==> src/psrb_pkg.sv <==
// ----------------------------------------------------------------------------
// psrb_pkg
// Shared sizes, result codes, command and status types for the per-stream
// reorder buffer.
// ----------------------------------------------------------------------------
package psrb_pkg;

  // Sizing of the buffer.
  localparam int NUM_STREAMS = 16;
  localparam int WINDOW      = 16;
  localparam int TAG_BITS    = 16;

  localparam int STREAM_W = (NUM_STREAMS > 1) ? $clog2(NUM_STREAMS) : 1;
  localparam int PTR_W    = $clog2(WINDOW);
  localparam int CNT_W    = $clog2(WINDOW + 1);
  localparam int SUM_W    = PTR_W + 1;
  localparam int SLOTS    = NUM_STREAMS * WINDOW;
  localparam int SLOT_W   = $clog2(SLOTS);

  // Depth of the command queue between front and back.
  localparam int QDEPTH  = 2;
  localparam int QPTR_W  = (QDEPTH > 1) ? $clog2(QDEPTH) : 1;
  localparam int QCNT_W  = $clog2(QDEPTH + 1);

  // Result kinds.
  localparam logic [2:0] KIND_RELEASED = 3'd0;
  localparam logic [2:0] KIND_HELD     = 3'd1;
  localparam logic [2:0] KIND_STALE    = 3'd2;
  localparam logic [2:0] KIND_DUP      = 3'd3;
  localparam logic [2:0] KIND_BEYOND   = 3'd4;

  // Operation chosen by the front for one request.
  typedef enum logic [1:0] {
    OP_RELEASE = 2'd0,
    OP_HOLD    = 2'd1,
    OP_STALE   = 2'd2,
    OP_BEYOND  = 2'd3
  } op_t;

  // Classified request handed from front to back.
  typedef struct packed {
    op_t                 op;
    logic [3:0]          stream;
    logic [STREAM_W-1:0] idx;
    logic [31:0]         seq;
    logic [TAG_BITS-1:0] tag;
    logic [PTR_W-1:0]    offset;
  } cmd_t;

  // Status of the front.
  typedef struct packed {
    logic [NUM_STREAMS-1:0] pend;
  } front_stat_t;

  // Status of the back, including the end of a release burst.
  typedef struct packed {
    logic                idle;
    logic                done_valid;
    logic [STREAM_W-1:0] done_idx;
  } back_stat_t;

  // Ring position reduced modulo the window; the sum stays below twice it.
  function automatic logic [PTR_W-1:0] wrap_ptr(input logic [SUM_W-1:0] sum);
    logic [SUM_W-1:0] res;
    begin
      res = sum;
      if (sum >= SUM_W'(WINDOW)) begin
        res = sum - SUM_W'(WINDOW);
      end
      return PTR_W'(res);
    end
  endfunction

  // Flat slot index of a stream's ring position.
  function automatic logic [SLOT_W-1:0] slot_addr(input logic [STREAM_W-1:0] idx,
                                                  input logic [PTR_W-1:0] ptr);
    begin
      return SLOT_W'(32'(idx) * WINDOW + 32'(ptr));
    end
  endfunction

endpackage

==> src/psrb_queue.sv <==
// ----------------------------------------------------------------------------
// psrb_queue
// Short command queue that decouples the classifying front from the back.
// ----------------------------------------------------------------------------
module psrb_queue (
  input  logic            clk,
  input  logic            rst,
  input  logic            push,
  input  psrb_pkg::cmd_t  push_cmd,
  output logic            ready,
  input  logic            pop,
  output logic            valid,
  output psrb_pkg::cmd_t  head_cmd
);

  psrb_pkg::cmd_t                  entries [psrb_pkg::QDEPTH];
  logic [psrb_pkg::QPTR_W-1:0]     wr_ptr;
  logic [psrb_pkg::QPTR_W-1:0]     rd_ptr;
  logic [psrb_pkg::QCNT_W-1:0]     count;

  assign valid    = (count != '0);
  assign ready    = (count != psrb_pkg::QCNT_W'(psrb_pkg::QDEPTH));
  assign head_cmd = entries[rd_ptr];

  // Pointers and fill count.
  always_ff @(posedge clk) begin
    if (rst) begin
      wr_ptr <= '0;
      rd_ptr <= '0;
      count  <= '0;
    end else begin
      if (push) begin
        wr_ptr <= (wr_ptr == psrb_pkg::QPTR_W'(psrb_pkg::QDEPTH - 1)) ? '0 : wr_ptr + 1'b1;
      end
      if (pop) begin
        rd_ptr <= (rd_ptr == psrb_pkg::QPTR_W'(psrb_pkg::QDEPTH - 1)) ? '0 : rd_ptr + 1'b1;
      end
      if (push && !pop) begin
        count <= count + 1'b1;
      end else if (pop && !push) begin
        count <= count - 1'b1;
      end
    end
  end

  // Entry storage.
  always_ff @(posedge clk) begin
    if (push) begin
      entries[wr_ptr] <= push_cmd;
    end
  end

endmodule

==> config.mk <==
export PLATFORM = sky130hd
export DESIGN_NAME = psrb_queue
export DESIGN_NICKNAME = d
export VERILOG_FILES = /design/src/psrb_pkg.sv /design/src/psrb_queue.sv
export SDC_FILE = /design/constraint.sdc
export NUM_CORES = 1
export LEC_CHECK = 0
export BUFFER_PORTS_ARGS = -buffer_cell sky130_fd_sc_hd__buf_4
export CAP_MARGIN = 5
export CORE_UTILIZATION = 58
export CTS_BUF_LIST = sky130_fd_sc_hd__clkbuf_8
export CTS_CLUSTER_DIAMETER = 40
export DETAILED_ROUTE_END_ITERATION = 8
export HOLD_SLACK_MARGIN = 0.12
export PLACE_DENSITY = 0.95
export SLEW_MARGIN = 10
export SYNTH_ARGS = -nofsm -noshare
export SYNTH_HDL_FRONTEND = slang
export SYNTH_SLANG_ARGS = --single-unit
==> constraint.sdc <==
create_clock -name clk -period 5.7 [get_ports clk]
set_input_delay 0.285 -clock clk [delete_from_list [all_inputs] [get_ports clk]]
set_output_delay 0.285 -clock clk [all_outputs]
set_load 0.02 [all_outputs]
* Yosys cells after proc, flatten, opt, wreduce, memory -nomap -nowiden
Memories as Yosys holds them, arrays and structs flattened. A register that Yosys moved wholly into a read port is not among the register bits. Cells that the tools add are included.
Cells by class: add/sub/neg operators 4, eq/ne operators 1, muxes and demuxes 8, reductions and logical operators 6
Operator list (number):
- 1-bit 2-to-1 mux | 6
- 2-bit 2-to-1 mux | 2
- 2-bit nonzero test | 2
- 1-bit adder (second input constant) | 2
- 2-bit by 1-bit adder with 2-bit output (second input constant) | 1
- 1-bit logical AND | 2
- 1-bit logical NOT | 2
- 2-bit != test (second input constant) | 1
- 2-bit by 1-bit subtractor with 2-bit output (second input constant) | 1
Word-level totals: flip-flop bits (word level) 4, memory bits (writable) 124, input bits 66, output and inout bits 64, memories kept 1
Memories:
- entries | depth 2, width 62, rd ports 1, clocked after memory_dff 1, wr ports 1, line psrb_queue.sv:16 | psrb_pkg::cmd_t entries [psrb_pkg::QDEPTH];

* Longest topological paths before layout
word-level depth 4, gate-level depth with buffers 5, depth with buffers taken out 5

* Worst setup path after synthesis
Ideal clock, no wire load.
path type reg-to-reg, from register wr_ptr, to memory entries[0][0] (netlist name) (enable), setup time 490 ps, arrival time 3085 ps, slack 2125 ps, cell stages (with the launch flop) 2, cell sequence dfxtp_1 > nor2b_1
RTL lines:
- start: declaration | line psrb_queue.sv:17 | logic [psrb_pkg::QPTR_W-1:0] wr_ptr;
- start signal: assignment | line psrb_queue.sv:33 | wr_ptr <= (wr_ptr == psrb_pkg::QPTR_W'(psrb_pkg::QDEPTH - 1)) ? '0 : wr_ptr + 1'b1;
- end: declaration | line psrb_queue.sv:16
No word-level cell before the write port.

==> flow_metrics.env <==
export IMPL_synthXorXnorAreaFrac_pct=0.745
export IMPL_worstPathRequired_ns=5.41
export IMPL_whs_path_depth=3
export IMPL_r2r_end="entries[1][1]"
export IMPL_fraction_of_final_layout_cells_with_drive_strength_greater_than_1_pct=37.8
export IMPL_synth_mux_area_share_pct=14.8
export IMPL_share_of_the_synthesized_area_in_the_top_cell_type_pct=79.2
export IMPL_tritoncts="yes"
export IMPL_dominantRegCellSynth="edfxtp_1"
export IMPL_post_synth_inst_count=215
export IMPL_finalWeightedCongestion=0.697
export IMPL_critical_path_reg2reg_startpoint="wr_ptr"
export IMPL_detail_route_wl_per_cell_um=20.0
export IMPL_avgSynthCellArea_sq_um=21.9
export IMPL_tightestPinTransition_ns=0.835
export IMPL_first_pass_grt_wire_length_mm=16.1
export IMPL_cp_arrival_ns=2.42
export IMPL_ctsHoldBuffers=63
export IMPL_grt_max_degree=36
export IMPL_status="completed"
export IMPL_drtPass1Iterations=4
export IMPL_yosysSeqAreaShare_pct=81.3
export IMPL_row_count=32
export IMPL_detail_route_vias_per_cell=5.25
export IMPL_worst_setup_path_end_kind="output port"
export IMPL_synth_compound_area_share_pct=0.213
export IMPL_route_final_wire_length_mm=10.7
export IMPL_path_class="reg -> out"
export IMPL_die_h_um=92.0
export IMPL_synth_top_family_by_area="multiplexers"
export IMPL_later_pin_clock_latency_in_the_skew_report_ns=0.42
export IMPL_synthToLayoutAreaGrowth_pct=45.4
export IMPL_fin_worst_skew_ns=0.0123
export IMPL_tritoncts_sink_count=129
export IMPL_final_hold_violation_count=0
export IMPL_cts_buffer_depth=2
export IMPL_dp_hpwl_mm=5.26
export IMPL_synth_common_cells="edfxtp_1, mux2_1, buf_6, dfxtp_1, nor2_1"
export IMPL_synth_cell_area_sq_um=4700
export IMPL_initial_utilization_pct=60.5
export IMPL_post_cts_resized_instances=0
export IMPL_cts_repair_timing_setup_buffer_count=0
export IMPL_post_place_cells=442
export IMPL_grt_remaining_overflow=0
export IMPL_clkSlewWorstSetupHoldPaths_ns=0.07
export IMPL_power_leakage_uw=0.00262
export IMPL_first_global_vias=3109
export IMPL_area_of_the_core_region_sq_um=7770
export IMPL_synth_area_top_cells="edfxtp_1, mux2_1, dfxtp_1"
export IMPL_gr_usage_all_layers_pct=26.8
export IMPL_drtIter0Drc=188
export IMPL_unique_cell_type_count_in_the_yosys_netlist=17
export IMPL_setup_violations=0
export IMPL_htree_levels=4
export IMPL_hold_path_startpoint="pop"
export IMPL_synth_adder_area_share_pct=0.266
export IMPL_syn_nets=282
export IMPL_most_frequently_used_cell_type_in_the_post_synthesis_netlist="edfxtp_1"
export IMPL_fin_tns_setup_ns=0
export IMPL_yosys_area_share_simple_pct=0.985
export IMPL_rsz0062_at_grt="false"
export IMPL_async_flop_share_pct=0
export IMPL_dieArea_sq_um=8470
export IMPL_tritoncts_num_buffers=17
export IMPL_yosys_register_bits=129
export IMPL_hold_path_class="in -> reg"
export IMPL_floorplan_io_pins=130
export IMPL_slew_headroom_pct=44.2
export IMPL_reg2reg_setup_slack_ns=3.74
export IMPL_detail_route_drc_violations=0
export IMPL_critical_path_startpoint_type="flip-flop"
export IMPL_finalCritPeriodShare_pct=47.4
export IMPL_fin_cells=536
export IMPL_finalMaxSlewViolations=0
export IMPL_post_synth_edffs=124
export IMPL_fmax_mhz=370
export IMPL_antenna_violating_nets_post_route=0
export IMPL_critical_path_max_fanout=32
export IMPL_power_density_nw_per_um2=342
export IMPL_count_of_inserted_antenna_diode_cells=0
export IMPL_worst_r2r_cell_count=2
export IMPL_io_buffers=129
export IMPL_synth_top_area_cell="edfxtp_1"
export IMPL_cts_root_buffer_cell="clkbuf_8"
export IMPL_die_width_um=92.0
export IMPL_count_of_vias_placed_by_the_detailed_router=2812
export IMPL_vdd_drop_max_v=0.000207
export IMPL_antenna_found_initial=0
export IMPL_timing_final_crit_period_ns=2.70
export IMPL_cap_viol_max_count=0
export IMPL_final_net_count=489
export IMPL_synth_yosys_warnings=0
registers in the layout, indices dropped and copies added (netlist names), named ones only:
register  cells
rd_ptr        1
count         2
wr_ptr        1
entries     124
cell type report:
class / count / area, sq um
timing repair buffer: 195 / 1620
inverter: 1 / 3.75
fill: 301 / 932
clock buffer: 17 / 234
tap: 102 / 128
sequential: 129 / 3820
clock inverter: 14 / 213
multi-input combinational: 78 / 811
worst max path at each step:
stage,startpoint,to,slack [ns],depth (start not counted)
3_5_place_dp,flip-flop,head_cmd[18],3.50,3
3_3_place_gp,flip-flop,head_cmd[18],3.52,3
6_report,flip-flop,head_cmd[46],3.00,3
5_1_grt,flip-flop,head_cmd[46],2.90,3
2_1_floorplan,wr_ptr,entries[0][0],2.12,1
4_1_cts,flip-flop,head_cmd[46],3.04,3
cell families (layout without fill, tap and decap cells):
group / Yosys count / after routing
DFF: 129 / 129
muxes: 62 / 62
and+or+nand+nor: 9 / 9
buffers and inverters: 8 / 227
xor gates and xnor gates: 4 / 4
AOI/OAI and AO/OA: 2 / 2
adders and majority gates: 1 / 1
critical path, stage by stage, from the launching register on:
cell,delay [ns]
dfxtp_2,0.84
buf_4,0.52
mux2_1,0.44
buf_4,0.19
power by group:
group / internal, uW / switching, uW
registers: 1110 / 26.7
clock network: 519 / 353
logic: 161 / 173
total: 1780 / 553
routing by layer:
layer  GRT usage (%)  up-vias  wire length, um
li1                -     1256                -
met1            28.5     1390             3770
met2            49.6      139             6040
met3            7.55       27              619
met4            10.8        0              275
met5               0        -                0
metrics by stage:
| stage | setup slack (ns) | utilization [%] | hold WS [ns] | power [uW] | instance area (sq um) |
|---|---|---|---|---|---|
| after floorplan | 2.12 | - | 0.354 | 1300 | 4700 |
| after global placement | 3.52 | 74.1 | 0.470 | 1420 | 5760 |
| after detailed placement | 3.50 | 74.1 | 0.472 | 1430 | 5760 |
| after CTS | 3.04 | 88.0 | 0.153 | 2320 | 6840 |
| after global routing | 2.90 | 88.0 | 0.179 | 2400 | 6840 |
| final | 3.00 | 88.0 | 0.202 | 2340 | 6840 |
placed cells by master (no fill, tap or decap):
master / synthesis / routed
a21oi_1: 1 / 1
inv_6: 0 / 2
dfxtp_1: 5 / 4
buf_4: 0 / 132
edfxtp_1: 124 / 124
bufinv_16: 0 / 5
o21ai_0: 1 / 1
dlygate4sd3_1: 0 / 63
clkinv_2: 0 / 1
xnor2_1: 2 / 2
clkinvlp_4: 0 / 2
or3_1: 1 / 1
or2_1: 1 / 1
clkinv_1: 0 / 2
nor2_1: 4 / 4
xor2_1: 2 / 2
inv_1: 1 / 1
dfxtp_2: 0 / 1
clkbuf_8: 0 / 17
mux2_1: 62 / 62
and2_2: 0 / 1
nor2b_4: 0 / 1
ha_1: 1 / 1
nand2b_1: 1 / 1
clkinv_4: 0 / 2
Note: power is estimated with default switching activity, not from simulation.
