--- config.mk ---
export PLATFORM = sky130hd
export DESIGN_NAME = psrb_front
export DESIGN_NICKNAME = d
export VERILOG_FILES = /design/src/psrb_pkg.sv /design/src/psrb_front.sv
export SDC_FILE = /design/constraint.sdc
export NUM_CORES = 1
export LEC_CHECK = 0
export BUFFER_PORTS_ARGS = -buffer_cell sky130_fd_sc_hd__buf_2
export CORE_MARGIN = 2
export CORE_UTILIZATION = 48
export CTS_CLUSTER_SIZE = 20
export DETAILED_ROUTE_END_ITERATION = 7
export PLACE_DENSITY = 0.77
export SLEW_MARGIN = 25
export SYNTH_ARGS = -nofsm -noshare
export SYNTH_HDL_FRONTEND = slang
export SYNTH_SLANG_ARGS = --single-unit
--- constraint.sdc ---
create_clock -name clk -period 7.3 [get_ports clk]
set_input_delay 1.46 -clock clk [delete_from_list [all_inputs] [get_ports clk]]
set_output_delay 1.46 -clock clk [all_outputs]
set_load 0.01 [all_outputs]
--- src/psrb_pkg.sv ---
// ----------------------------------------------------------------------------
// psrb_pkg
// Shared sizes, result codes, command and status types for the per-stream
// reorder buffer.
// ----------------------------------------------------------------------------
package psrb_pkg;

  // Sizing of the buffer.
  localparam int NUM_STREAMS = 16;
  localparam int WINDOW      = 16;
  localparam int TAG_BITS    = 16;

  localparam int STREAM_W = (NUM_STREAMS > 1) ? $clog2(NUM_STREAMS) : 1;
  localparam int PTR_W    = $clog2(WINDOW);
  localparam int CNT_W    = $clog2(WINDOW + 1);
  localparam int SUM_W    = PTR_W + 1;
  localparam int SLOTS    = NUM_STREAMS * WINDOW;
  localparam int SLOT_W   = $clog2(SLOTS);

  // Depth of the command queue between front and back.
  localparam int QDEPTH  = 2;
  localparam int QPTR_W  = (QDEPTH > 1) ? $clog2(QDEPTH) : 1;
  localparam int QCNT_W  = $clog2(QDEPTH + 1);

  // Result kinds.
  localparam logic [2:0] KIND_RELEASED = 3'd0;
  localparam logic [2:0] KIND_HELD     = 3'd1;
  localparam logic [2:0] KIND_STALE    = 3'd2;
  localparam logic [2:0] KIND_DUP      = 3'd3;
  localparam logic [2:0] KIND_BEYOND   = 3'd4;

  // Operation chosen by the front for one request.
  typedef enum logic [1:0] {
    OP_RELEASE = 2'd0,
    OP_HOLD    = 2'd1,
    OP_STALE   = 2'd2,
    OP_BEYOND  = 2'd3
  } op_t;

  // Classified request handed from front to back.
  typedef struct packed {
    op_t                 op;
    logic [3:0]          stream;
    logic [STREAM_W-1:0] idx;
    logic [31:0]         seq;
    logic [TAG_BITS-1:0] tag;
    logic [PTR_W-1:0]    offset;
  } cmd_t;

  // Status of the front.
  typedef struct packed {
    logic [NUM_STREAMS-1:0] pend;
  } front_stat_t;

  // Status of the back, including the end of a release burst.
  typedef struct packed {
    logic                idle;
    logic                done_valid;
    logic [STREAM_W-1:0] done_idx;
  } back_stat_t;

  // Ring position reduced modulo the window; the sum stays below twice it.
  function automatic logic [PTR_W-1:0] wrap_ptr(input logic [SUM_W-1:0] sum);
    logic [SUM_W-1:0] res;
    begin
      res = sum;
      if (sum >= SUM_W'(WINDOW)) begin
        res = sum - SUM_W'(WINDOW);
      end
      return PTR_W'(res);
    end
  endfunction

  // Flat slot index of a stream's ring position.
  function automatic logic [SLOT_W-1:0] slot_addr(input logic [STREAM_W-1:0] idx,
                                                  input logic [PTR_W-1:0] ptr);
    begin
      return SLOT_W'(32'(idx) * WINDOW + 32'(ptr));
    end
  endfunction

endpackage

--- src/psrb_front.sv ---
// ----------------------------------------------------------------------------
// psrb_front
// Accepts frame requests, measures the distance to the stream's expected
// sequence and queues a classified command. A stream with a release still
// in flight is held back until the back has advanced its expected sequence.
// ----------------------------------------------------------------------------
module psrb_front (
  input  logic                           clk,
  input  logic                           rst,
  input  logic                           in_valid,
  output logic                           in_ready,
  input  logic [3:0]                     stream_num,
  input  logic [31:0]                    seq_num,
  input  logic [15:0]                    frame_tag,
  output logic [psrb_pkg::STREAM_W-1:0]  lookup_idx,
  input  logic [31:0]                    expected,
  output logic                           q_push,
  output psrb_pkg::cmd_t                 q_cmd,
  input  logic                           q_ready,
  input  psrb_pkg::back_stat_t           back_stat,
  output psrb_pkg::front_stat_t          stat
);

  logic                              fr_valid;
  logic [3:0]                        fr_stream;
  logic [31:0]                       fr_seq;
  logic [psrb_pkg::TAG_BITS-1:0]     fr_tag;
  logic [psrb_pkg::NUM_STREAMS-1:0]  pend;
  logic [psrb_pkg::NUM_STREAMS-1:0]  pend_next;

  logic [psrb_pkg::STREAM_W-1:0]     fr_idx;
  logic                              in_range;
  logic                              blocked;
  logic                              go;
  logic [31:0]                       distance;
  psrb_pkg::op_t                     op;

  // Classification of the staged request.
  always_comb begin
    fr_idx   = psrb_pkg::STREAM_W'(fr_stream);
    in_range = (32'(fr_stream) < psrb_pkg::NUM_STREAMS);
    distance = fr_seq - expected;
    if (distance[31]) begin
      op = psrb_pkg::OP_STALE;
    end else if (distance >= 32'(psrb_pkg::WINDOW)) begin
      op = psrb_pkg::OP_BEYOND;
    end else if (distance != '0) begin
      op = psrb_pkg::OP_HOLD;
    end else begin
      op = psrb_pkg::OP_RELEASE;
    end
    blocked = pend[fr_idx];
    q_push  = fr_valid && in_range && !blocked && q_ready;
    // An unknown stream is retired without any result.
    go      = fr_valid && (!in_range || (!blocked && q_ready));
  end

  assign lookup_idx = fr_idx;
  assign in_ready   = !fr_valid || go;
  assign stat.pend  = pend;

  always_comb begin
    q_cmd.op     = op;
    q_cmd.stream = fr_stream;
    q_cmd.idx    = fr_idx;
    q_cmd.seq    = fr_seq;
    q_cmd.tag    = fr_tag;
    q_cmd.offset = psrb_pkg::PTR_W'(distance);
  end

  // Release-in-flight marks, one per stream.
  always_comb begin
    pend_next = pend;
    if (back_stat.done_valid) begin
      pend_next[back_stat.done_idx] = 1'b0;
    end
    if (q_push && (op == psrb_pkg::OP_RELEASE)) begin
      pend_next[fr_idx] = 1'b1;
    end
  end

  always_ff @(posedge clk) begin
    if (rst) begin
      fr_valid <= 1'b0;
      pend     <= '0;
    end else begin
      pend <= pend_next;
      if (in_valid && in_ready) begin
        fr_valid <= 1'b1;
      end else if (go) begin
        fr_valid <= 1'b0;
      end
    end
  end

  // Staging register for the accepted request.
  always_ff @(posedge clk) begin
    if (in_valid && in_ready) begin
      fr_stream <= stream_num;
      fr_seq    <= seq_num;
      fr_tag    <= psrb_pkg::TAG_BITS'(frame_tag);
    end
  end

endmodule

# ---- Word level (Yosys, flattened, before mapping)
# Index checks and enable logic that the tools add are counted.
dict set report totals {
  regBits 69
  out_inout_bits 84
  word_cells 41
  input_bits 94
}
dict set report classes {
  reduce_logical 14
  mux 13
  n_addsub 1
  bitwise 3
  magnitude_cmp 5
}
# operator n
set ops {}
lappend ops {{$ge A32 B5 Y1 const B} 1}
lappend ops {{$mux W16} 2}
lappend ops {{$reduce_bool A32 Y1} 1}
lappend ops {{$sub A32 B32 Y32} 1}
lappend ops {{$and A16 B16 Y16} 1}
lappend ops {{$not A16 Y16} 1}
lappend ops {{$or A16 B16 Y16} 1}
lappend ops {{$lt A4 B5 Y1 const B} 2}
lappend ops {{$demux W1 S4} 2}
lappend ops {{$ge A4 B1 Y1 const B} 2}
lappend ops {{$logic_and A1 B1 Y1} 8}
lappend ops {{$mux W1} 6}
lappend ops {{$bmux W1 S4} 1}
lappend ops {{$mux W2} 2}
lappend ops {{$logic_not A1 Y1} 2}
lappend ops {{$logic_not A2 Y1} 1}
lappend ops {{$reduce_bool A2 Y1} 1}
lappend ops {{$logic_or A1 B1 Y1} 1}

# ---- Longest topological paths before layout
# Gate-level depths: netlist (run 1).
dict set report depth {
  ltp_word 9
  depth_mapped 15
  ltp_nobuf 13
}

# ---- Worst setup path after synthesis (run 1)
# No wires, ideal clock.
dict set report synth_timing {
  kind {input-to-output}
  startpoint {in expected[0]}
  endpoint {out q_cmd[60] in the netlist's numbering}
  setup_slack_ns 1.200
  path_buffers 2
  path_stages 14
  t_arrival_ns 4.640
  required_time_ns 5.840
  path_cell_list {ha_1 > inv_1 > fa_1 > a21o_1 > a221o_1 > nand3_1 > a21oi_1 > o221a_1 > or3b_1 > or4_1 > or4_1 > buf_2 > buf_6 > o21a_1}
}
# item line_no
set synth_rtl {}
lappend synth_rtl {{start, declared} psrb_front.sv:16} ;# input logic [31:0] expected,
lappend synth_rtl {{end, declared} psrb_front.sv:18} ;# output psrb_pkg::cmd_t q_cmd,

==> summary.md, run 1 <==
| Metric | Value |
|---|---|
| Ports | `178` |
| Tot GR Track Use | `0.245` |
| Fin. Hold Viols | `0` |
| Nets@finish | `830` |
| Initial DRC Count | `263` |
| Flops & latches, synth | `69` |
| Power per cell area | `191 nW/um^2` |
| Post-CTS Setup Inserts | `0` |
| Shortest period the worst path allows | `6610 ps` |
| Initial antenna violation count | `0` |
| Grt ovf | `0` |
| Post-route clock skew | `15.1 ps` |
| Status | `complete, no violations` |
| Critical Path Sink Type | `primary output` |
| Crit path launch | `expected[0]` |
| Yosys top cell by area | `edfxtp_1` |
| Count leader, synth | `edfxtp_1` |
| Layout cells sized above 1 | `0.302` |
| Diodes inserted | `0` |
| Die Wd | `106 um` |
| Layout area overhead | `22.5%` |
| Post-cts sizing count | `0` |
| Worst Path Required | `5840 ps` |
| Top_reg_cell synth | `edfxtp_1` |
| Setup CP Type | `input port to primary output` |
| Worst skew pair latency | `370 ps` |
| Period utilization | `0.906` |
| Netlist cell types | `69` |
| Drt drc | `0` |
| Drt first pass iters | `6` |
| Die area | `11200 um^2` |
| Clk slew on worst S/H paths | `80 ps` |
| Top cells by count, synth | `52 x edfxtp_1, 43 x a21oi_1, 41 x inv_1, 39 x nand2_1, 35 x nand3_1` |
| DR WL/cell | `16.4 um` |
| Setup violators final | `0` |
| Multi-input logic area | `2740 um^2` |
| CTS H-tree depth | `3` |
| Vias in the first global route | `4694` |
| Hold Path Class | `register to register` |
| First-pass GRT wire length | `22200 um` |
| EDFF count, synth | `52` |
| FF-to-FF Start | `fr_seq[0]` |
| Worst endpoint data arrival time | `5150 ps` |
| Post-Syn Area | `5000 um^2` |
| Max_cap viols | `0` |
| Initial Util | `0.488` |
| Max transition margin | `0.537` |
| Leak pwr | `2.63 nW` |
| Sequential cell area fraction in the yosys report | `0.381` |
| Die height | `106 um` |
| Synth top area share | `0.312` |
| Syn. warnings | `0` |
| Cell count after synthesis | `553` |
| Site Rows | `37` |
| Slowest stage cell, crit path | `or4b_1` |
| Routed WL | `13900 um` |
| CTS sink cnt | `69` |
| Core ar. | `10200 um^2` |
| Hold WS | `473 ps` |
| CTS tree | `built` |
| Maximum clock insertion buffer count | `2` |
| Vias/cell | `5.82` |
| Synth area leaders | `edfxtp_1 31%, ha_1 7.8%, dfxtp_1 6.8%` |
| Worst VDD drop | `0.115 mV` |
| Port bufs | `176` |
| DP Worst Slack | `745 ps` |
| Fillers | `943` |
| Setup TNS | `0 ps` |
| RSZ-0062 raised after global routing | `false` |
| Most frequent CP cell | `buf_2` |
| Post-synthesis net count | `679` |
| Routability Congestion | `0.923` |
| Routed Antenna Nets | `0` |
| Placed Cells | `829` |
| Root buffer cell | `clkbuf_8` |
| Final max-slew violation count | `0` |
| Worst Path Max Fanout | `17` |
| Async SR Flop Fraction | `0` |
| Highest clock rate | `151 MHz` |
| Transition time at the pin with the least slew margin | `694 ps` |
| Slowest cell delay on critical path | `550 ps` |
| Hold Startpoint | `stat[8]` |
| Largest net degree at the start of global routing | `53` |
| Hpwl dp | `10600 um` |
| Flip-flop and latch area | `1900 um^2` |
| R2R setup slack | `3300 ps` |
| Worst Setup Slack, final | `686 ps` |
| Worst path cell trace | `buf_2 > ha_1 > inv_1 > fa_1 > a21o_1 > a221oi_2 > o211ai_1 > xor2_1 > o21ai_0 > o2111ai_1 > or4b_1 > or4_1 > buf_4 > o21a_1 > buf_2` |
| Total number of vias | `4919` |
| Cts hold-fix bufs | `0` |
| TritonCTS buffer count | `9` |
| Finished Layout Cells | `845` |
| Startpoint class of the critical path | `input port` |
| Syn avg cell area | `9.04 um^2` |
[worst max-delay path: cells and delay by family]
kind / cells / cell delay (ps)
xor gates and xnor gates: 1 / 160
adders and majority gates: 2 / 570
AOI/OAI and AO/OA: 6 / 1520
and+or+nand+nor: 2 / 950
buffers and inverters: 4 / 490
[layout make-up]
cell class	instances	share of cell area
Multi-Input combinational cell	404	0.448
Sequential cell	69	0.311
Timing Repair Buffer	179	0.148
Tap cell	136	0.0278
Inverter	41	0.0251
Clock buffer	9	0.0202
Clock inverter	7	0.0200
[worst paths after layout]
check,to,depth (start not counted)
worst min-delay path,stat[8],2
worst max-delay path,q_cmd[60],15
worst max register to register,stat[2],14
worst min register to register,stat[8],2
[routing by layer]
layer,track usage,up-vias,share of wire
li1,-,2378,-
met3,0.0374,27,0.077
met4,0.0874,0,0.019
met5,0,-,0
met2,0.418,211,0.48
met1,0.318,2303,0.42
[cell usage in the layout, fill, tap and decap left out, types with 6 or more instances in the layout]
cell type  instances
clkbuf_8           9
o21ai_1           12
nand2b_1           8
nand3_1           35
xor2_1             6
xnor2_1           11
o21ai_0           27
buf_2            176
nor3_1            14
inv_1             41
nand4_1           19
a21oi_1           43
ha_1              31
edfxtp_1          52
a21o_1             9
o211ai_1          10
o21a_1             8
or2_2              7
dfxtp_1           17
nand2_1           39
nor2_1            27
[power breakdown]
part	internal [W]	switching, W
logic	0.000127	0.000187
registers	0.000443	0.0000115
clock network	0.000229	0.000170
total	0.000799	0.000369
[flip-flops by register name (all words and copies together) (netlist names)]
| signal | flops |
|---|---|
| fr_seq | 32 |
| fr_tag | 16 |
| fr_valid | 1 |
| lookup_idx | 4 |
| stat | 16 |
[logic make-up after synthesis]
| logic type | count (synthesis) | synth area share |
|---|---|---|
| and+or+nand+nor | 185 | 0.195 |
| AOI/OAI and AO/OA | 162 | 0.214 |
| buffers and inverters | 80 | 0.0706 |
| DFF | 69 | 0.381 |
| adders and majority gates | 32 | 0.0816 |
| xor gates and xnor gates | 17 | 0.0298 |
| muxes | 8 | 0.0285 |
[per-stage QoR]
stage / util / power [W] / instance area [um^2]
after global placement: 0.574 / 0.000767 / 5870
after detailed placement: 0.574 / 0.000772 / 5870
after CTS: 0.598 / 0.00117 / 6120
after global routing: 0.598 / 0.00122 / 6120
after floorplan: - / 0.000678 / 5000
final: 0.598 / 0.00117 / 6120
No activity file was read; power rests on OpenSTA's default activity.
==> run 2, diff against run 1 <==
--- a/config.mk
+++ b/config.mk
@@ -11,6 +11,7 @@
 export CTS_CLUSTER_SIZE = 20
 export DETAILED_ROUTE_END_ITERATION = 7
 export PLACE_DENSITY = 0.77
+export RECOVER_POWER = 25
 export SLEW_MARGIN = 25
 export SYNTH_ARGS = -nofsm -noshare
 export SYNTH_HDL_FRONTEND = slang
==> constraint.sdc (replaced) <==
create_clock -name clk -period 7.3 [get_ports clk]
set_input_delay 1.095 -clock clk [delete_from_list [all_inputs] [get_ports clk]]
set_output_delay 1.095 -clock clk [all_outputs]
set_load 0.01 [all_outputs]
==> run 2 against run 1 <==
Effect of this change:
- global-route usage fell by 0.17 points
- sequential share of layout area rose by 0.33 points
- cell area fell by 1.0%
- largest cell class unchanged
- critical endpoint unchanged
- combinational power barely moved
- setup slack improved by 540 ps
- wire length fell by 0.27%
- flip-flop and latch count did not move
- clock skew fell by 1.0 ps
- non-clock buffer count fell by 1
==> summary.md, run 2 (same netlist as run 1, synthesis figures left out) <==
| Metric | Value |
|---|---|
| Status | `complete, no violations` |
| Layout area overhead | `21.2%` |
| Max transition margin | `0.519 (-0.0178)` |
| Nets@finish | `829 (-0.12%)` |
| Setup violators final | `0 (unchanged)` |
| Post-CTS Setup Inserts | `0 (unchanged)` |
| Routed Antenna Nets | `0 (unchanged)` |
| Total number of vias | `4918 (-0.020%)` |
| Post-route cell area | `6060 um^2 (-1.0%)` |
| Post-cts sizing count | `0 (unchanged)` |
| Max reg flops | `32 (unchanged)` |
| Core ar. | `10200 um^2 (unchanged)` |
| Placement Cell Area | `5870 um^2 (-0.13%)` |
| Power per cell area | `179 nW/um^2 (-6.1%)` |
| Worst VDD drop | `0.118 mV (+2.7%)` |
| Root buffer cell | `clkbuf_8` |
| Highest clock rate | `165 MHz (+8.9%)` |
| Worst endpoint data arrival time | `4980 ps (-170 ps)` |
| Initial DRC Count | `335 (+27%)` |
| Critical Path Sink Type | `primary output` |
| Hold Path Class | `register to register` |
| First-pass GRT wire length | `22100 um (-0.74%)` |
| R2R setup slack | `3120 ps (-180 ps)` |
| Worst Setup Slack, final | `1220 ps (+538 ps)` |
| Total Power | `0.00108 W (-7.1%)` |
| Fillers | `952 (+0.95%)` |
| Hpwl dp | `10600 um (about the same)` |
| Vias/cell | `5.83 (about the same)` |
| Largest Register | `fr_seq` |
| Post-route clock skew | `14.0 ps (-1.05 ps)` |
| Initial antenna violation count | `0 (unchanged)` |
| Vias in the first global route | `4604 (-1.9%)` |
| Drt drc | `0 (unchanged)` |
| Maximum clock insertion buffer count | `2 (unchanged)` |
| DR WL/cell | `16.4 um (-0.16%)` |
| Setup CP Type | `input port to primary output` |
| Drt first pass iters | `5 (-1)` |
| Startpoint class of the critical path | `input port` |
| Clk slew on worst S/H paths | `70 ps (about the same)` |
| Routability Congestion | `0.917 (-0.62%)` |
| Setup TNS | `0 ps (unchanged)` |
| Largest net degree at the start of global routing | `53 (unchanged)` |
| Diodes inserted | `0 (unchanged)` |
| Initial Util | `0.488 (unchanged)` |
| Fin. Hold Viols | `0 (unchanged)` |
| CTS H-tree depth | `3 (unchanged)` |
| Die area | `11200 um^2 (unchanged)` |
| Die height | `106 um (unchanged)` |
| RSZ-0062 raised after global routing | `false` |
| Layout cells sized above 1 | `0.298 (-0.00381)` |
| Grt ovf | `0 (unchanged)` |
| Port bufs | `176 (unchanged)` |
| Commonest non-fill, non-tap cell in the layout | `buf_2` |
| Transition time at the pin with the least slew margin | `713 ps (+19.2 ps)` |
| CTS tree | `built` |
| Leak pwr | `2.60 nW (-1.1%)` |
| Die Wd | `106 um (unchanged)` |
| Worst Path Max Fanout | `17 (unchanged)` |
| Routed WL | `13800 um (-0.27%)` |
| R2R cell count | `13 (-1)` |
| Final max-slew violation count | `0 (unchanged)` |
| Hold Crit Endpoint | `stat[15]` |
| Shortest period the worst path allows | `6080 ps (-538 ps)` |
| DP Worst Slack | `1320 ps (+573 ps)` |
| Hold path cells | `2 (unchanged)` |
| Worst skew pair latency | `360 ps (about the same)` |
| Worst Path Required | `6200 ps (+360 ps)` |
| TritonCTS buffer count | `9 (unchanged)` |
| Tot GR Track Use | `0.244 (-0.00167)` |
| FF-to-FF Start | `fr_seq[0]` |
| Period utilization | `0.832 (-0.0737)` |
| Reg-to-Reg End | `stat[5]` |
| Cts hold-fix bufs | `0 (unchanged)` |
| Ports | `178 (unchanged)` |
| CTS sink cnt | `69 (unchanged)` |
| Most frequent cells in the layout | `176 x buf_2, 52 x edfxtp_1, 43 x a21oi_1, 41 x inv_1, 39 x nand2_1` |
| Max_cap viols | `0 (unchanged)` |
| Hold Startpoint | `stat[15]` |
| Site Rows | `37 (unchanged)` |
==> run 2: changes by cell type in the layout (fill, tap and decap cells not counted), sizes merged <==
cell    previous run  this run
clkinv             1         4
bufinv             3         1
buf              179       178
inv               42        41
==> run 2: where the power goes <==
group	leakage, nW	internal (W)	total (W)	switching (W)
combinational	1.87	0.000127	0.000316	0.000188
clock	0.0903	0.000155	0.000315	0.000159
sequential	0.640	0.000443	0.000454	0.0000114
total	2.60	0.000726	0.00108	0.000359
==> run 2: critical path, stage by stage <==
cell and delay, ps:
buf_2 90, ha_1 160, inv_1 60, fa_1 400, a21o_1 220, a221oi_2 330, o32a_1 300, nor3_1 60
a31oi_1 230, or3b_1 370, or4_1 450, or4_1 780, o21a_1 290, buf_2 140
==> run 2: per-stage QoR <==
| step | hold WS [ps] | utilization | instances |
|---|---|---|---|
| after floorplan | 473 | - | 553 |
| after global placement | 467 | 0.573 | 828 |
| after detailed placement | 473 | 0.573 | 828 |
| after CTS | 489 | 0.592 | 844 |
| after global routing | 507 | 0.592 | 844 |
| final | 490 | 0.592 | 844 |
==> run 2: how the worst max path moves through the flow <==
| stage | end | cells past startpoint | slack (ps) | from |
|---|---|---|---|---|
| after detailed placement | q_cmd[60] | 14 | 1320 | expected[0] |
| final | q_cmd[60] | 14 | 1220 | expected[0] |
| after global routing | q_cmd[60] | 14 | 1030 | expected[0] |
| after global placement | q_cmd[60] | 14 | 1340 | expected[0] |
| after CTS | q_cmd[60] | 14 | 1310 | expected[0] |
| after floorplan | q_cmd[60] | 14 | 1930 | expected[0] |
==> run 2: layout make-up <==
type | instances | area, um^2 | share of cell area
repair buffers | 178 | 896 | 0.148
multi-input cells | 404 | 2740 | 0.453
clock inverters | 7 | 66.3 | 0.0110
flip-flops and latches | 69 | 1900 | 0.314
well taps | 136 | 170 | 0.0281
inverters | 41 | 154 | 0.0254
clock buffers | 9 | 124 | 0.0205
==> run 2: routing by layer <==
| layer | track usage | share of wire |
|---|---|---|
| met5 | 0 | 0 |
| met2 | 0.410 | 0.48 |
| met1 | 0.317 | 0.42 |
| met3 | 0.0497 | 0.077 |
| met4 | 0.0761 | 0.015 |
==> run 3, diff against run 2 <==
--- a/config.mk
+++ b/config.mk
@@ -5,12 +5,13 @@
 export SDC_FILE = /design/constraint.sdc
 export NUM_CORES = 1
 export LEC_CHECK = 0
+export ABC_AREA = 1
 export BUFFER_PORTS_ARGS = -buffer_cell sky130_fd_sc_hd__buf_2
 export CORE_MARGIN = 2
 export CORE_UTILIZATION = 48
 export CTS_CLUSTER_SIZE = 20
 export DETAILED_ROUTE_END_ITERATION = 7
-export PLACE_DENSITY = 0.77
+export PLACE_DENSITY = 0.75
 export RECOVER_POWER = 25
 export SLEW_MARGIN = 25
 export SYNTH_ARGS = -nofsm -noshare
==> constraint.sdc (replaced) <==
create_clock -name clk -period 5.7 [get_ports clk]
set_input_delay 0.855 -clock clk [delete_from_list [all_inputs] [get_ports clk]]
set_output_delay 0.855 -clock clk [all_outputs]
set_load 0.01 [all_outputs]
==> run 3 against run 2 <==
Effect of this change:
- first-iteration DRC count up 2.4%
- clock skew decreased by 6.4 ps
- clock power up 95%
- global-route usage increased by 0.99 points
- wire length is 19% higher
- synthesized area is 18% higher
- worst hold slack better by 85 ps
- core utilization grew 0.84 points
- combinational power grew 46%
- via count up 24%
- non-clock buffer count is 1 higher
- largest cell class unchanged
- highest routed layer unchanged
==> summary.md, run 3 <==
| Metric | Value |
|---|---|
| Transition time at the pin with the least slew margin | `571 ps (-142 ps)` |
| Tot GR Track Use | `0.254 (+0.00995)` |
| Hpwl dp | `13200 um (+25%)` |
| Syn. warnings | `0 (unchanged)` |
| Max transition margin | `0.616 (+0.0965)` |
| Netlist cell types | `39 (-43%)` |
| Slowest stage cell, crit path | `fa_1` |
| Maximum clock insertion buffer count | `2 (unchanged)` |
| Commonest non-fill, non-tap cell in the layout | `nand2_1` |
| Ports | `178 (unchanged)` |
| Fillers | `1174 (+23%)` |
| Syn avg cell area | `6.54 um^2 (-28%)` |
| Sequential cell area fraction in the yosys report | `0.323 (-0.0581)` |
| Post-route clock skew | `7.59 ps (-6.43 ps)` |
| Setup violators final | `0 (unchanged)` |
| Post-Syn Area | `5900 um^2 (+18%)` |
| DR WL/cell | `13.4 um (-19%)` |
| Largest Register | `fr_seq` |
| Placed Cells | `1212 (+46%)` |
| Worst Path Required | `4850 ps (-1350 ps)` |
| Power per cell area | `230 nW/um^2 (+28%)` |
| Routed Antenna Nets | `0 (unchanged)` |
| Diodes inserted | `0 (unchanged)` |
| Hold path cells | `2 (unchanged)` |
| Die area | `13200 um^2 (+17%)` |
| Highest clock rate | `230 MHz` |
| Leak pwr | `4.15 nW (+60%)` |
| Routability Congestion | `1.00 (+9.6%)` |
| Critical Path Sink Type | `primary output` |
| CTS tree | `built` |
| Setup CP Type | `input port to primary output` |
| Post-cts sizing count | `0 (unchanged)` |
| Status | `complete, no violations` |
| Finished Layout Cells | `1229 (+46%)` |
| Setup TNS | `0 ps (unchanged)` |
| Layout cells sized above 1 | `0.227 (-0.0707)` |
| Drt first pass iters | `7 (+2)` |
| R2R setup slack | `2380 ps (-740 ps)` |
| Root buffer cell | `clkbuf_16` |
| Worst skew pair latency | `350 ps (about the same)` |
| Max reg flops | `32 (unchanged)` |
| Slowest cell delay on critical path | `460 ps (-320 ps)` |
| Yosys top cell by area | `edfxtp_1` |
| Initial DRC Count | `343 (+2.4%)` |
| Top_reg_cell synth | `edfxtp_1` |
| Worst path cell trace | `buf_2 > ha_1 > inv_1 > fa_1 > nand3_1 > nand3_1 > nand2_1 > nand2_1 > nand2_1 > nand3b_1 > nand2_1 > inv_1 > nor2_1 > nand2_1 > inv_1 > nand2_2 > nor2_4 > nand2_1 > nand2_1 > inv_1 > buf_2` |
| Async SR Flop Fraction | `0 (unchanged)` |
| Most frequent cells in the layout | `315 x nand2_1, 204 x inv_1, 176 x buf_2, 53 x nor2_1, 52 x edfxtp_1` |
| Die height | `115 um (+8.3%)` |
| Drt drc | `0 (unchanged)` |
| Site Rows | `40 (+8.1%)` |
| Vias in the first global route | `5650 (+23%)` |
| Total number of vias | `6106 (+24%)` |
| Post-synthesis net count | `1028 (+51%)` |
| Fin. Hold Viols | `0 (unchanged)` |
| Max_cap viols | `0 (unchanged)` |
| Most frequent CP cell | `nand2_1` |
| Startpoint class of the critical path | `input port` |
| Clk slew on worst S/H paths | `60 ps (about the same)` |
| Largest net degree at the start of global routing | `38 (-28%)` |
| First-pass GRT wire length | `26400 um (+20%)` |
| RSZ-0062 raised after global routing | `false` |
| Routed WL | `16400 um (+19%)` |
| Period utilization | `0.763` |
| Post-CTS Setup Inserts | `0 (unchanged)` |
| Hold Crit Endpoint | `fr_valid` |
| Count leader, synth | `nand2_1` |
| Synth top area share | `0.265 (-0.0477)` |
| Layout area overhead | `22.3%` |
| Final core utilization | `0.600 (+0.00841)` |
| Cts hold-fix bufs | `0 (unchanged)` |
| Cell count after synthesis | `902 (+63%)` |
| Core ar. | `12000 um^2 (+17%)` |
| Top cells by count, synth | `315 x nand2_1, 204 x inv_1, 54 x nor2_1, 52 x edfxtp_1, 43 x nand3_1` |
| Nets@finish | `1203 (+45%)` |
| R2R cell count | `16 (+3)` |
| FF-to-FF Start | `fr_seq[0]` |
| Worst endpoint data arrival time | `3490 ps (-1490 ps)` |
| Die Wd | `115 um (+8.3%)` |
| Flops & latches, synth | `69 (unchanged)` |
| Hold WS | `575 ps (+84.9 ps)` |
| Worst VDD drop | `0.186 mV (+57%)` |
| Final max-slew violation count | `0 (unchanged)` |
| Hold Startpoint | `fr_valid` |
| Grt ovf | `0 (unchanged)` |
| Vias/cell | `4.97 (-15%)` |
| Worst Path Max Fanout | `17 (unchanged)` |
| Initial Util | `0.491 (+0.00249)` |
| Shortest period the worst path allows | `4350 ps` |
| CTS sink cnt | `69 (unchanged)` |
| Port bufs | `176 (unchanged)` |
| Initial antenna violation count | `0 (unchanged)` |
| CTS H-tree depth | `3 (unchanged)` |
| TritonCTS buffer count | `9 (unchanged)` |
| EDFF count, synth | `52 (unchanged)` |
| Hold Path Class | `register to register` |
| Total Power | `0.00166 W (+53%)` |
| Synth area leaders | `edfxtp_1 26%, nand2_1 20%, inv_1 13%` |
| Reg-to-Reg End | `stat[13]` |
==> run 3: cell types whose count changed in the layout (fill, tap and decap cells not counted), moves of 9 or more <==
cell       previous run  this run
nand2_1              39       315
inv_1                41       204
nor2_1               27        53
nand2_2               0        18
o21ai_0              27        11
nand4_1              19        30
nor2_2                0        11
o21ai_1              12         1
clkbuf_16             0         9
clkbuf_8              9         0
nor3_1               14         5
o211ai_1             10         1
==> run 3: cell families (layout without fill, tap and decap cells) <==
kind of cell | count (synthesis) | after routing | synth area share
fa+ha+maj | 32 | 32 | 0.0692
xor+xnor | 7 | 7 | 0.0104
flops | 69 | 69 | 0.323
buf+inv | 225 | 405 | 0.155
simple gates | 499 | 499 | 0.375
compound gates | 70 | 70 | 0.0685
==> run 3: how the worst max path moves through the flow <==
stage | start | endpoint | slack, ps
6_report | expected[0] | q_cmd[60] | 1350
5_1_grt | expected[0] | q_cmd[60] | 1050
4_1_cts | expected[0] | q_cmd[60] | 1380
3_5_place_dp | expected[0] | q_cmd[60] | 1430
3_3_place_gp | expected[0] | q_cmd[60] | 1430
2_1_floorplan | lookup_idx[0] | fr_seq[0] | 1350
==> run 3: power breakdown <==
group	leakage [nW]	internal [W]	switching, W
Clock	0.154	0.000385	0.000228
Sequential	0.640	0.000568	0.0000136
Combinational	3.36	0.000165	0.000297
==> run 3: layout make-up <==
cell class	count	area (um^2)	share of cell area
clock buffer	9	225	0.0312
clock inverter	7	97.6	0.0135
inverter	210	788	0.109
multi-input combinational	608	3090	0.429
sequential	69	1900	0.264
tap	147	184	0.0255
timing repair buffer	179	923	0.128
==> run 3: critical path: cells and delay by family <==
family	cells	cell delay, ps
AND/OR/NAND/NOR	13	1580
buffers and inverters	6	470
adder cells (fa/ha/maj)	2	590
==> run 3: layer usage <==
| layer | global-route usage | wire, um |
|---|---|---|
| met1 | 0.327 | 7010 |
| met5 | 0 | 0 |
| met3 | 0.0538 | 1200 |
| met4 | 0.0795 | 308 |
| met2 | 0.428 | 7900 |
==> run 3: through the flow <==
stage	instance area [um^2]	setup WS (ps)
after floorplan	5900	1350
after global placement	6860	1430
after detailed placement	6860	1430
after CTS	7180	1380
after global routing	7210	1050
final	7210	1350
